**config.mk**
```make
export PLATFORM = sky130hd
export DESIGN_NAME = shifting_array_table_top
export DESIGN_NICKNAME = d
export VERILOG_FILES = /design/src/hw/rtl/sat_pkg.sv /design/src/hw/rtl/sat_ram.sv /design/src/hw/rtl/sat_dp.sv /design/src/hw/rtl/sat_ctrl.sv /design/src/hw/rtl/shifting_array_table_top.sv
export VERILOG_INCLUDE_DIRS = /design/src /design/src/hw/rtl
export SDC_FILE = /design/constraint.sdc
export NUM_CORES = 2
export LEC_CHECK = 0
export BUFFER_PORTS_ARGS = -buffer_cell sky130_fd_sc_hd__buf_4
export CAP_MARGIN = 20
export CELL_PAD_IN_SITES_DETAIL_PLACEMENT = 0
export CELL_PAD_IN_SITES_GLOBAL_PLACEMENT = 1
export CORE_UTILIZATION = 55
export DETAILED_ROUTE_END_ITERATION = 16
export PLACE_DENSITY_LB_ADDON = 0.2
export SLEW_MARGIN = 10
export SYNTH_ARGS = -nofsm -noshare
export SYNTH_HDL_FRONTEND = slang
export SYNTH_SLANG_ARGS = --single-unit
```
**constraint.sdc**
```tcl
create_clock -name clock -period 6.2 [get_ports clock]
set_clock_uncertainty 0.15 [all_clocks]
set_input_delay 1.24 -clock clock [delete_from_list [all_inputs] [get_ports clock]]
set_output_delay 1.24 -clock clock [all_outputs]
set_load 0.02 [all_outputs]
```
**src/hw/rtl/shifting_array_table_top_assert.svh**
```systemverilog
// assertion macros for the shifting array table
`ifndef SHIFTING_ARRAY_TABLE_TOP_ASSERT_SVH
`define SHIFTING_ARRAY_TABLE_TOP_ASSERT_SVH
`ifndef SYNTH
`define SAT_ASSERT(label, prop, msg) \
   label: assert property (@(posedge clock) disable iff (reset) prop) else $error(msg);
`define SAT_ASSERT_RST(label, prop, msg) \
   label: assert property (@(posedge clock) prop) else $error(msg);
`else
`define SAT_ASSERT(label, prop, msg)
`define SAT_ASSERT_RST(label, prop, msg)
`endif
`endif

```
**src/hw/rtl/sat_pkg.sv**
```systemverilog
package sat_pkg;

   localparam int DEPTH    = 64;
   localparam int AW       = $clog2(DEPTH);
   localparam int CW       = $clog2(DEPTH + 1);
   localparam int CMPW     = (CW > 7) ? CW : 7;
   localparam int SHOW_MAX = (DEPTH < 64) ? DEPTH : 64;

   typedef enum logic [2:0] {
      CMD_CLEAR   = 3'd0,
      CMD_DISPLAY = 3'd1,
      CMD_INSERT  = 3'd2,
      CMD_DELETE  = 3'd3,
      CMD_SEARCH  = 3'd4
   } cmd_type;

   typedef enum logic [2:0] {
      ST_OK        = 3'd0,
      ST_BAD_INDEX = 3'd1,
      ST_FULL      = 3'd2,
      ST_NOT_FOUND = 3'd3,
      ST_EMPTY     = 3'd4
   } status_type;

   typedef struct packed {
      logic        [2:0]  command;
      logic signed [7:0]  position;
      logic signed [31:0] item_value;
   } sat_req_type;

   typedef struct packed {
      logic        [2:0]  status;
      logic        [5:0]  found_index;
      logic signed [31:0] element;
      logic        [6:0]  fill_count;
      logic               last;
   } sat_rsp_type;

   typedef enum logic [3:0] {
      DP_NOP,
      DP_TAKE,
      DP_CLEAR,
      DP_INIT_UP,
      DP_INIT_DN,
      DP_INIT_SCAN,
      DP_INIT_SHOW,
      DP_STEP_UP,
      DP_STEP_DN,
      DP_STEP_SCAN,
      DP_STEP_SHOW,
      DP_PUT_VAL,
      DP_DEC,
      DP_REPLY
   } dp_op_type;

   typedef struct packed {
      dp_op_type  op;
      status_type code;
   } dp_ctl_type;

   typedef struct packed {
      logic [2:0] command;
      logic       ins_ok;
      logic       del_ok;
      logic       full;
      logic       empty;
      logic       walk_done;
      logic       hit;
      logic       out_free;
   } dp_sts_type;

   typedef enum logic [2:0] {
      CS_IDLE,
      CS_DISPATCH,
      CS_SHIFT_UP,
      CS_SHIFT_DN,
      CS_SCAN,
      CS_SHOW,
      CS_REPLY
   } ctl_state_type;

endpackage

```
**src/hw/rtl/sat_ram.sv**
```systemverilog
module sat_ram #(
   parameter int WIDTH = 32,
   parameter int DEPTH = 64
) (
   input  logic                     clock,
   input  logic                     we,
   input  logic [$clog2(DEPTH)-1:0] waddr,
   input  logic [WIDTH-1:0]         wdata,
   input  logic                     re,
   input  logic [$clog2(DEPTH)-1:0] raddr,
   output logic [WIDTH-1:0]         rdata
);

   logic [WIDTH-1:0] mem_ff [DEPTH];
   logic [WIDTH-1:0] rdata_ff;

   always_ff @(posedge clock) begin
      if (we) begin
         mem_ff[waddr] <= wdata;
      end
      if (re) begin
         rdata_ff <= mem_ff[raddr];
      end
   end

   assign rdata = rdata_ff;

endmodule

```
**src/hw/rtl/sat_dp.sv**
```systemverilog
`include "shifting_array_table_top_assert.svh"

module sat_dp (
   input  logic                 clock,
   input  logic                 reset,
   input  sat_pkg::sat_req_type req_data,
   input  sat_pkg::dp_ctl_type  ctl,
   output sat_pkg::dp_sts_type  sts,
   input  logic                 rsp_ready,
   output logic                 rsp_valid,
   output sat_pkg::sat_rsp_type rsp_data
);
   import sat_pkg::*;

   sat_req_type       item_ff, item_in;
   logic [CW-1:0]     count_ff, count_in;
   logic [CW-1:0]     rem_ff, rem_in;
   logic [AW-1:0]     src_ff, src_in;
   logic [AW-1:0]     last_ff, last_in;
   logic              rd_ok_ff, rd_ok_in;
   logic [AW-1:0]     rep_idx_ff, rep_idx_in;
   logic              rsp_valid_ff, rsp_valid_in;
   sat_rsp_type       rsp_data_ff, rsp_data_in;

   logic              ram_we, ram_re;
   logic [AW-1:0]     ram_waddr, ram_raddr;
   logic [31:0]       ram_wdata, ram_rdata;

   logic [CMPW-1:0]   pos_u;
   logic [CW-1:0]     pos_c;
   logic [AW-1:0]     pos_a;
   logic              out_free;
   logic              advance;
   logic              hit;

   sat_ram #(.WIDTH(32), .DEPTH(DEPTH)) u_ram (
      .clock (clock),
      .we    (ram_we),
      .waddr (ram_waddr),
      .wdata (ram_wdata),
      .re    (ram_re),
      .raddr (ram_raddr),
      .rdata (ram_rdata)
   );

   assign pos_u    = CMPW'(item_ff.position[6:0]);
   assign pos_c    = CW'(pos_u);
   assign pos_a    = AW'(pos_u);
   assign out_free = !rsp_valid_ff || rsp_ready;
   assign advance  = !rd_ok_ff || out_free;
   assign hit      = rd_ok_ff && (ram_rdata == item_ff.item_value);

   always_comb begin
      sts.command   = item_ff.command;
      sts.ins_ok    = !item_ff.position[7] && (pos_u <= CMPW'(count_ff));
      sts.del_ok    = !item_ff.position[7] && (pos_u < CMPW'(count_ff));
      sts.full      = (count_ff == CW'(DEPTH));
      sts.empty     = (count_ff == '0);
      sts.walk_done = (rem_ff == '0) && !rd_ok_ff;
      sts.hit       = hit;
      sts.out_free  = out_free;
   end

   always_comb begin
      item_in      = item_ff;
      count_in     = count_ff;
      rem_in       = rem_ff;
      src_in       = src_ff;
      last_in      = last_ff;
      rd_ok_in     = rd_ok_ff;
      rep_idx_in   = rep_idx_ff;
      rsp_valid_in = rsp_valid_ff && !rsp_ready;
      rsp_data_in  = rsp_data_ff;
      ram_we       = 1'b0;
      ram_waddr    = last_ff + AW'(1);
      ram_wdata    = ram_rdata;
      ram_re       = 1'b0;
      ram_raddr    = src_ff;
      unique case (ctl.op)
         DP_NOP: begin
         end
         DP_TAKE: begin
            item_in    = req_data;
            rep_idx_in = '0;
         end
         DP_CLEAR: begin
            count_in = '0;
         end
         DP_INIT_UP: begin
            rem_in   = count_ff - pos_c;
            src_in   = AW'(count_ff - CW'(1));
            rd_ok_in = 1'b0;
         end
         DP_INIT_DN: begin
            rem_in   = count_ff - pos_c - CW'(1);
            src_in   = pos_a + AW'(1);
            rd_ok_in = 1'b0;
         end
         DP_INIT_SCAN: begin
            rem_in   = count_ff;
            src_in   = '0;
            rd_ok_in = 1'b0;
         end
         DP_INIT_SHOW: begin
            rem_in   = (count_ff > CW'(SHOW_MAX)) ? CW'(SHOW_MAX) : count_ff;
            src_in   = '0;
            rd_ok_in = 1'b0;
         end
         DP_STEP_UP: begin
            ram_we = rd_ok_ff;
            if (rem_ff != '0) begin
               ram_re   = 1'b1;
               last_in  = src_ff;
               src_in   = src_ff - AW'(1);
               rem_in   = rem_ff - CW'(1);
               rd_ok_in = 1'b1;
            end else begin
               rd_ok_in = 1'b0;
            end
         end
         DP_STEP_DN: begin
            ram_we    = rd_ok_ff;
            ram_waddr = last_ff - AW'(1);
            if (rem_ff != '0) begin
               ram_re   = 1'b1;
               last_in  = src_ff;
               src_in   = src_ff + AW'(1);
               rem_in   = rem_ff - CW'(1);
               rd_ok_in = 1'b1;
            end else begin
               rd_ok_in = 1'b0;
            end
         end
         DP_STEP_SCAN: begin
            if (hit) begin
               rep_idx_in = last_ff;
            end
            if (rem_ff != '0) begin
               ram_re   = 1'b1;
               last_in  = src_ff;
               src_in   = src_ff + AW'(1);
               rem_in   = rem_ff - CW'(1);
               rd_ok_in = 1'b1;
            end else begin
               rd_ok_in = 1'b0;
            end
         end
         DP_STEP_SHOW: begin
            if (rd_ok_ff && out_free) begin
               rsp_valid_in            = 1'b1;
               rsp_data_in.status      = ST_OK;
               rsp_data_in.found_index = 6'(last_ff);
               rsp_data_in.element     = ram_rdata;
               rsp_data_in.fill_count  = 7'(count_ff);
               rsp_data_in.last        = (rem_ff == '0);
            end
            if (advance) begin
               if (rem_ff != '0) begin
                  ram_re   = 1'b1;
                  last_in  = src_ff;
                  src_in   = src_ff + AW'(1);
                  rem_in   = rem_ff - CW'(1);
                  rd_ok_in = 1'b1;
               end else begin
                  rd_ok_in = 1'b0;
               end
            end
         end
         DP_PUT_VAL: begin
            ram_we    = 1'b1;
            ram_waddr = pos_a;
            ram_wdata = item_ff.item_value;
            count_in  = count_ff + CW'(1);
         end
         DP_DEC: begin
            count_in = count_ff - CW'(1);
         end
         DP_REPLY: begin
            if (out_free) begin
               rsp_valid_in            = 1'b1;
               rsp_data_in.status      = ctl.code;
               rsp_data_in.found_index = 6'(rep_idx_ff);
               rsp_data_in.element     = '0;
               rsp_data_in.fill_count  = 7'(count_ff);
               rsp_data_in.last        = 1'b1;
            end
         end
         default: begin
         end
      endcase
   end

   always_ff @(posedge clock) begin
      if (reset) begin
         count_ff     <= '0;
         rd_ok_ff     <= 1'b0;
         rsp_valid_ff <= 1'b0;
      end else begin
         count_ff     <= count_in;
         rd_ok_ff     <= rd_ok_in;
         rsp_valid_ff <= rsp_valid_in;
      end
      item_ff     <= item_in;
      rem_ff      <= rem_in;
      src_ff      <= src_in;
      last_ff     <= last_in;
      rep_idx_ff  <= rep_idx_in;
      rsp_data_ff <= rsp_data_in;
   end

   assign rsp_valid = rsp_valid_ff;
   assign rsp_data  = rsp_data_ff;

   `SAT_ASSERT_RST(a_count_bound, reset || (count_ff <= CW'(DEPTH)), "fill count above depth")
   `SAT_ASSERT(a_count_step, (count_ff != $past(count_ff)) |-> ((count_ff == $past(count_ff) + CW'(1)) || (count_ff == $past(count_ff) - CW'(1)) || (count_ff == '0)), "fill count jumped")
   `SAT_ASSERT(a_no_collide, ram_we |-> (!ram_re || (ram_waddr != ram_raddr)), "ram read and write hit one entry")
   `SAT_ASSERT(a_put_room, (ctl.op == DP_PUT_VAL) |-> (count_ff < CW'(DEPTH)), "insert into full table")

endmodule

```
**src/hw/rtl/sat_ctrl.sv**
```systemverilog
module sat_ctrl (
   input  logic                clock,
   input  logic                reset,
   input  logic                req_valid,
   output logic                req_ready,
   input  sat_pkg::dp_sts_type sts,
   output sat_pkg::dp_ctl_type ctl
);
   import sat_pkg::*;

   ctl_state_type state_ff, state_in;
   status_type    code_ff, code_in;

   always_ff @(posedge clock) begin
      if (reset) begin
         state_ff <= CS_IDLE;
      end else begin
         state_ff <= state_in;
      end
      code_ff <= code_in;
   end

   always_comb begin
      state_in  = state_ff;
      code_in   = code_ff;
      req_ready = 1'b0;
      ctl.op    = DP_NOP;
      ctl.code  = code_ff;
      unique case (state_ff)
         CS_IDLE: begin
            req_ready = 1'b1;
            if (req_valid) begin
               ctl.op   = DP_TAKE;
               state_in = CS_DISPATCH;
            end
         end
         CS_DISPATCH: begin
            state_in = CS_REPLY;
            code_in  = ST_OK;
            unique case (sts.command)
               CMD_CLEAR: begin
                  ctl.op = DP_CLEAR;
               end
               CMD_DISPLAY: begin
                  if (sts.empty) begin
                     code_in = ST_EMPTY;
                  end else begin
                     ctl.op   = DP_INIT_SHOW;
                     state_in = CS_SHOW;
                  end
               end
               CMD_INSERT: begin
                  if (!sts.ins_ok) begin
                     code_in = ST_BAD_INDEX;
                  end else if (sts.full) begin
                     code_in = ST_FULL;
                  end else begin
                     ctl.op   = DP_INIT_UP;
                     state_in = CS_SHIFT_UP;
                  end
               end
               CMD_DELETE: begin
                  if (!sts.del_ok) begin
                     code_in = ST_BAD_INDEX;
                  end else begin
                     ctl.op   = DP_INIT_DN;
                     state_in = CS_SHIFT_DN;
                  end
               end
               CMD_SEARCH: begin
                  ctl.op   = DP_INIT_SCAN;
                  state_in = CS_SCAN;
               end
               default: begin
                  code_in = ST_BAD_INDEX;
               end
            endcase
         end
         CS_SHIFT_UP: begin
            if (sts.walk_done) begin
               ctl.op   = DP_PUT_VAL;
               code_in  = ST_OK;
               state_in = CS_REPLY;
            end else begin
               ctl.op = DP_STEP_UP;
            end
         end
         CS_SHIFT_DN: begin
            if (sts.walk_done) begin
               ctl.op   = DP_DEC;
               code_in  = ST_OK;
               state_in = CS_REPLY;
            end else begin
               ctl.op = DP_STEP_DN;
            end
         end
         CS_SCAN: begin
            if (sts.hit) begin
               ctl.op   = DP_STEP_SCAN;
               code_in  = ST_OK;
               state_in = CS_REPLY;
            end else if (sts.walk_done) begin
               code_in  = ST_NOT_FOUND;
               state_in = CS_REPLY;
            end else begin
               ctl.op = DP_STEP_SCAN;
            end
         end
         CS_SHOW: begin
            if (sts.walk_done) begin
               state_in = CS_IDLE;
            end else begin
               ctl.op = DP_STEP_SHOW;
            end
         end
         CS_REPLY: begin
            ctl.op = DP_REPLY;
            if (sts.out_free) begin
               state_in = CS_IDLE;
            end
         end
         default: begin
            state_in = CS_IDLE;
         end
      endcase
   end

endmodule

```
**src/hw/rtl/shifting_array_table_top.sv**
```systemverilog
// insert and delete: one element per cycle, through the one read port and the one
// write port of the element ram
// search: stops at the first match; display: one element per cycle unstalled
// a new request is taken once the result sits in the output register
// synchronous reset empties the table and drops any pending result; ram is not cleared
module shifting_array_table_top (
   input  logic                 clock,
   input  logic                 reset,
   input  logic                 req_valid,
   output logic                 req_ready,
   input  sat_pkg::sat_req_type req_data,
   output logic                 rsp_valid,
   input  logic                 rsp_ready,
   output sat_pkg::sat_rsp_type rsp_data
);
   import sat_pkg::*;

   dp_ctl_type ctl;
   dp_sts_type sts;

   sat_ctrl u_ctrl (
      .clock     (clock),
      .reset     (reset),
      .req_valid (req_valid),
      .req_ready (req_ready),
      .sts       (sts),
      .ctl       (ctl)
   );

   sat_dp u_dp (
      .clock     (clock),
      .reset     (reset),
      .req_data  (req_data),
      .ctl       (ctl),
      .sts       (sts),
      .rsp_ready (rsp_ready),
      .rsp_valid (rsp_valid),
      .rsp_data  (rsp_data)
   );

endmodule

```
## After elaboration in Yosys (flattened, before gate mapping)

Memories as Yosys holds them, arrays and structs flattened. A register that Yosys moved wholly into a read port is not among the register bits.
Cells that the tools add are included.

| word-level totals | value |
|---|---|
| bits in registers | 132 |
| bits in writable memories | 2048 |
| output and inout bits | 51 |
| word-level logic and storage cells | 168 |
| memories | 1 |

| operators by class | value |
|---|---|
| add/sub/neg operators | 10 |
| magnitude comparators | 3 |
| equality and inequality tests | 35 |
| muxes and demuxes | 62 |
| reduce and logical (&&, ||, !) cells | 40 |

Memories:

| memory | words | width | read ports | clocked after memory_dff | write ports | line | RTL |
|---|---|---|---|---|---|---|---|
| u_dp.u_ram.mem_ff | 64 | 32 | 1 | 1 | 1 | sat_ram.sv:14 | `logic [WIDTH-1:0] mem_ff [DEPTH];` |

Operators with widths:

| cell | count |
|---|---|
| 49-bit two-way mux | 2 |
| 49-bit one-hot mux with 2 select lines | 1 |
| 3-bit two-way mux | 15 |
| 7-bit one-hot mux with 6 select lines | 1 |
| 6-bit two-way mux | 6 |
| 6-bit one-hot mux with 2 select lines | 3 |
| 6-bit one-hot mux with 6 select lines | 1 |
| 32-bit equality test | 1 |
| 32-bit two-way mux | 1 |
| 4-bit one-hot mux with 7 select lines | 1 |
| 4-bit equality test (second input constant) | 6 |
| 3-bit one-hot mux with 4 select lines | 2 |
| 7-bit two-way mux | 3 |
| 7-bit one-hot mux with 3 select lines | 1 |
| 7-bit by 1-bit subtractor with 7-bit output (second input constant) | 3 |
| 4-bit two-way mux | 5 |
| 4-bit one-hot mux with 5 select lines | 1 |
| 6-bit by 1-bit adder with 6-bit output (second input constant) | 3 |
| 3-bit one-hot mux with 6 select lines | 1 |
| 4-bit by 3-bit equality test with 1-bit output (second input constant) | 4 |
| 7-bit zero test | 2 |
| 2-bit by 1-bit inequality test with 1-bit output (second input constant) | 7 |
| 3-bit by 2-bit equality test with 1-bit output (second input constant) | 4 |
| 3-bit equality test (second input constant) | 4 |
| other kinds (30) | 72 |

## Depth between registers and ports, before layout

| depth | value |
|---|---|
| word-level depth | 10 |
| mapped depth | 13 |
| depth with buffers taken out | 11 |

## Cells and area by module

Synthesis repeated with hierarchy kept, for this count alone.

| second synthesis, totals | value |
|---|---|
| cell total of the unflattened synthesis | 4063 |
| area, all modules | 86320.3 um2 |

By module, submodules not included:

| module | instances | cells each | area an instance (um2) | sequential area each (um2) |
|---|---|---|---|---|
| sat_ram | 1 | 3323 | 78843.1 | 62459.9 |
| sat_dp | 1 | 650 | 6844.1 | 3693.5 |
| sat_ctrl | 1 | 90 | 633.1 | 150.1 |

## Worst setup path after synthesis

OpenSTA, ideal clock, no wires.

| path | value |
|---|---|
| path kind | register to register |
| start | register u_dp.rem_ff[1] |
| end | memory u_dp.u_ram.mem_ff[50][0], enable pin |
| arrival time | 4.278 ns |
| path slack | 1.351 ns |
| stages on the path, launching flop included | 12 |
| cells stage by stage | edfxtp_1 > or4_4 > buf_2 > o21a_1 > ha_1 > a21o_1 > a21oi_1 > o21ai_0 > xnor2_1 > mux2i_4 > nand3b_1 > nor2_1 |

| between the ends | value |
|---|---|
| longest elaborated chain between the ends | 10 |
| elaborated cells on any way between the ends | 16 |
| those cells by class | eq/ne: 3; mux: 10; reduce/logical: 3 |

Ends and longest elaborated chain:

| what | line | RTL |
|---|---|---|
| start: declaration | sat_dp.sv:17 | `logic [CW-1:0] rem_ff, rem_in;` |
| start signal: assignment | sat_dp.sv:204 | `rem_ff <= rem_in;` |
| 7-bit zero test * | sat_dp.sv:59 | `sts.walk_done = (rem_ff == '0) && !rd_ok_ff;` |
| 1-bit logical AND * | sat_dp.sv:59 |  |
| 4-bit two-way mux | sat_ctrl.sv:102 | `end else if (sts.walk_done) begin` |
| 4-bit two-way mux | sat_ctrl.sv:98 | `if (sts.hit) begin` |
| 4-bit one-hot mux with 7 select lines * | sat_ctrl.sv:29 | `unique case (state_ff)` |
| 4-bit by 3-bit equality test with 1-bit output / 4-bit equality test (equally long branches) | sat_dp.sv:79 | `unique case (ctl.op)` |
| 2-bit OR reduction (no source line) | n/a |  |
| 1-bit one-hot mux with 2 select lines | sat_dp.sv:79 |  |
| 1-bit two-way mux | sat_ram.sv:18 | `if (we) begin` |
| 1-bit two-way mux (implied by the code) | sat_ram.sv:19 | `mem_ff[waddr] <= wdata;` |
| end: declaration | sat_ram.sv:14 |  |

Every way passes the cells marked *; elsewhere a longest branch is shown, timed or not.

## Worst setup path after layout

| path | value |
|---|---|
| start | register u_dp.rem_ff[0] |
| end | memory u_dp.u_ram.mem_ff[18][21], enable pin |

The elaborated chain is that of the path after synthesis.

==> run_results.csv <==
group,metric,value,unit
timing,period_needed,5110,ps
synth,synth_seq_area_share,76.46,%
worst_setup_path,regToRegSetupSlack,1090,ps
run,drv_cap,0,
worst_setup_path,endpoint_kind,"flop",
route,drt_iter0_drc,6249,
global_routing,grt_antenna_before_repair,8,
route,drt-total-wl,234800,um
synth,synth.area.top_cells,"edfxtp_1 (76%), mux4_2 (10%), mux2i_1 (3.7%)",
global_routing,grt_use_total,29.75,%
hold_path,hold_path.startpoint,"u_dp.rsp_valid",
pwr,vdd_drop_max,300.1,uV
placement,portBuffers,97,
pwr,leakage,31.96,nW
synth,ys_top_cells_by_count,"edfxtp_1 (2200), mux4_2 (388), mux2i_1 (324)",
synth,syn_area_per_cell,19.86,um^2
cells_and_area,final_cell_area,0.09801,mm^2
cells_and_area,multi_input_area,0.02001,mm^2
synth,yosysMostFrequentCell,"edfxtp_1",
timing,hold_violations,0,
synth,synth_top_area_cell,"edfxtp_1",
cts,cts_inserted_buffers,215,
cells_and_area,drive_above_1_share,22.80,%
timing,setup_viol,0,
synth,synthDominantCellAreaShare,76.18,%
route,wl_per_cell,34.44,um
global_routing,grt_start_max_net_pins,122,
worst_setup_path,critPathArrivalTime,5480,ps
synth,ys_ff_latch,2212,
synth,yosysUniqueCellTypes,72,
worst_setup_path,critPathMaxFanout,20,
route,viasPerCell,6.594,
route,dr.pass1.iters,6,
worst_setup_path,r2r-start,"u_dp.rem_ff[0]",
timing,setup-tns-final,0,ps
cells_and_area,area.sequential,0.06630,mm^2
placement,routabilityCongestion,0.8966,
timing,max_freq,195.7,MHz
worst_setup_path,criticalPathCategory,"reg -> reg",
floorplanning,rows,145,
worst_setup_path,startpoint_type,"flop",
cts,post-cts-setup-buffer-count,0,
synth,synth_ff_type,"edfxtp_1",
cells_and_area,area_growth,13.03,%
hold_path,hold_end,"u_dp.rsp_valid",
floorplanning,initial_utilization,55.45,%
cells_and_area,fillers,10590,
timing,slew_headroom,18.85,%
floorplanning,fp.dieArea,0.1593,mm^2
floorplanning,core_area,0.1564,mm^2
synth,syn_inst,4366,
global_routing,grt_pass1_vias,43260,
cts,clk_path_buf_depth,3,
timing,slew_viol_final,0,
cts,clk_latency,850,ps
hold_path,hp-class,"reg -> reg",
global_routing,overflow,0,
worst_setup_path,crit_start,"u_dp.rem_ff[0]",
route,final_antenna_net_count,0,
global_routing,grt_pass1_wl,329900,um
cts,clk_pin_slew,60,ps
worst_setup_path,required,6570,ps
cts,cts_sinks,2212,
cts,cts.htree.levels,4,
synth,async_reset_ff_share,0,%
synth,syn_nets,4430,
synth,synth-edff-count,2200,
hold_path,whs_path_depth,2,
cts,cts_hold_buf,0,
placement,dpl.hpwl,142500,um
worst_setup_path,r2r_cells,8,
timing,rsz0062_at_grt,"false",
timing,tightestPinTransition,1217,ps
synth,synth_area,0.08672,mm^2
synth,yosys_warnings,0,
cells_and_area,nets,4642,
pwr,powerDensity,398.7,mW/mm^2
timing,post-route-period-util,82.42,%
floorplanning,die_h,399.1,um
cts,cts-resized-gates,0,
route,drc_errors,0,
cts,clock_tree.root_cell,"clkbuf_16",
floorplanning,die_w,399.1,um
placement,place_area,0.09095,mm^2
floorplanning,design.portCount,98,
worst_setup_path,reg2reg_to,"u_dp.u_ram.mem_ff[18][21]",
route,vias,44960,
cts,cts_tree,"built",
outcome,status,"finished clean",
-- routing by layer --
metal  track usage, %  part of all wire (%)  vias up
li1                 -                     -    18500
met5                0                 0.011        -
met1            43.66                    40    23590
met2            44.97                    46     2534
met3            5.860                    10      326
met4            10.58                   3.7        4
-- cells by family after synthesis --
kind of cell	count (synthesis)	share of synthesized area [%]
buffers and inverters	257	1.345
DFF	2212	76.46
xor gates and xnor gates	61	0.6161
and+or+nand+nor	508	2.639
muxes	761	14.47
AOI/OAI and AO/OA	550	4.210
adders and majority gates	17	0.2626
-- worst max-delay path, cell delays in order, from the launching register on --
cell and delay (ps):
edfxtp_1 460, or4_4 650, nor2_2 510, nand2_2 480, o21ai_0 620, nand2_1 620, buf_4 400, nor2_4 470
buf_4 380
-- registers in the layout (all words and copies together), names as in the netlist --
register / flops
u_ctrl.code_ff: 3
u_ctrl.state_ff: 3
u_dp.count_ff: 7
u_dp.item_ff: 40
u_dp.last_ff: 6
u_dp.ram_raddr: 6
u_dp.rd_ok_ff: 1
u_dp.rem_ff: 7
u_dp.rep_idx_ff: 6
u_dp.rsp_data: 49
u_dp.rsp_valid: 1
u_dp.sts: 3
u_dp.u_ram.mem_ff: 2048
u_dp.u_ram.rdata: 32
-- layout by cell type, fill, tap and decap left out, types with 71 or more instances in the layout --
cell / n
edfxtp_1: 2200
mux4_2: 388
mux2i_1: 324
clkbuf_16: 218
buf_4: 216
a21oi_1: 155
nand2_1: 133
o221ai_1: 127
nor2_1: 104
o22ai_1: 87
o21ai_0: 71
-- per-stage QoR --
step / std cells / util [%] / hold WS [ps] / setup slack (ps) / total power [mW]
final: 6818 / 62.67 / 405.3 / 1090 / 39.08
after global routing: 6816 / 62.67 / 391.6 / 872.8 / 40.06
after CTS: 6815 / 62.66 / 366.4 / 1173 / 39.18
after detailed placement: 6418 / 58.16 / 402.5 / 1201 / 26.24
after global placement: 6415 / 58.12 / 389.8 / 1225 / 26.12
after floorplan: 4366 / - / 270.6 / 1351 / 22.72
-- final cells by class --
class,count,area share (%)
Sequential cell,2212,67.65
Clock buffer,262,5.734
Antenna cell,2,0.005106
Clock inverter,135,1.450
Inverter,16,0.06127
Tap cell,2058,2.627
Multi-Input combinational cell,1897,20.41
Timing Repair Buffer,236,2.062
-- worst max path at each step --
stage / end / slack [ps] / depth (start not counted)
after CTS: u_dp.u_ram.mem_ff[51][27] / 1170 / 11
after floorplan: u_dp.u_ram.mem_ff[50][0] / 1350 / 11
final: u_dp.u_ram.mem_ff[18][21] / 1090 / 8
after detailed placement: u_dp.u_ram.mem_ff[51][27] / 1200 / 11
after global routing: u_dp.u_ram.mem_ff[18][19] / 870 / 8
after global placement: u_dp.u_ram.mem_ff[50][27] / 1220 / 11
-- power by group --
part	total [mW]	internal, mW	switching, mW
Sequential	18.3	17.9	0.303
Combinational	7.73	2.28	5.45
Clock	13.1	7.53	5.57
Total	39.1	27.8	11.3
Power figures use the tool's default switching activity.
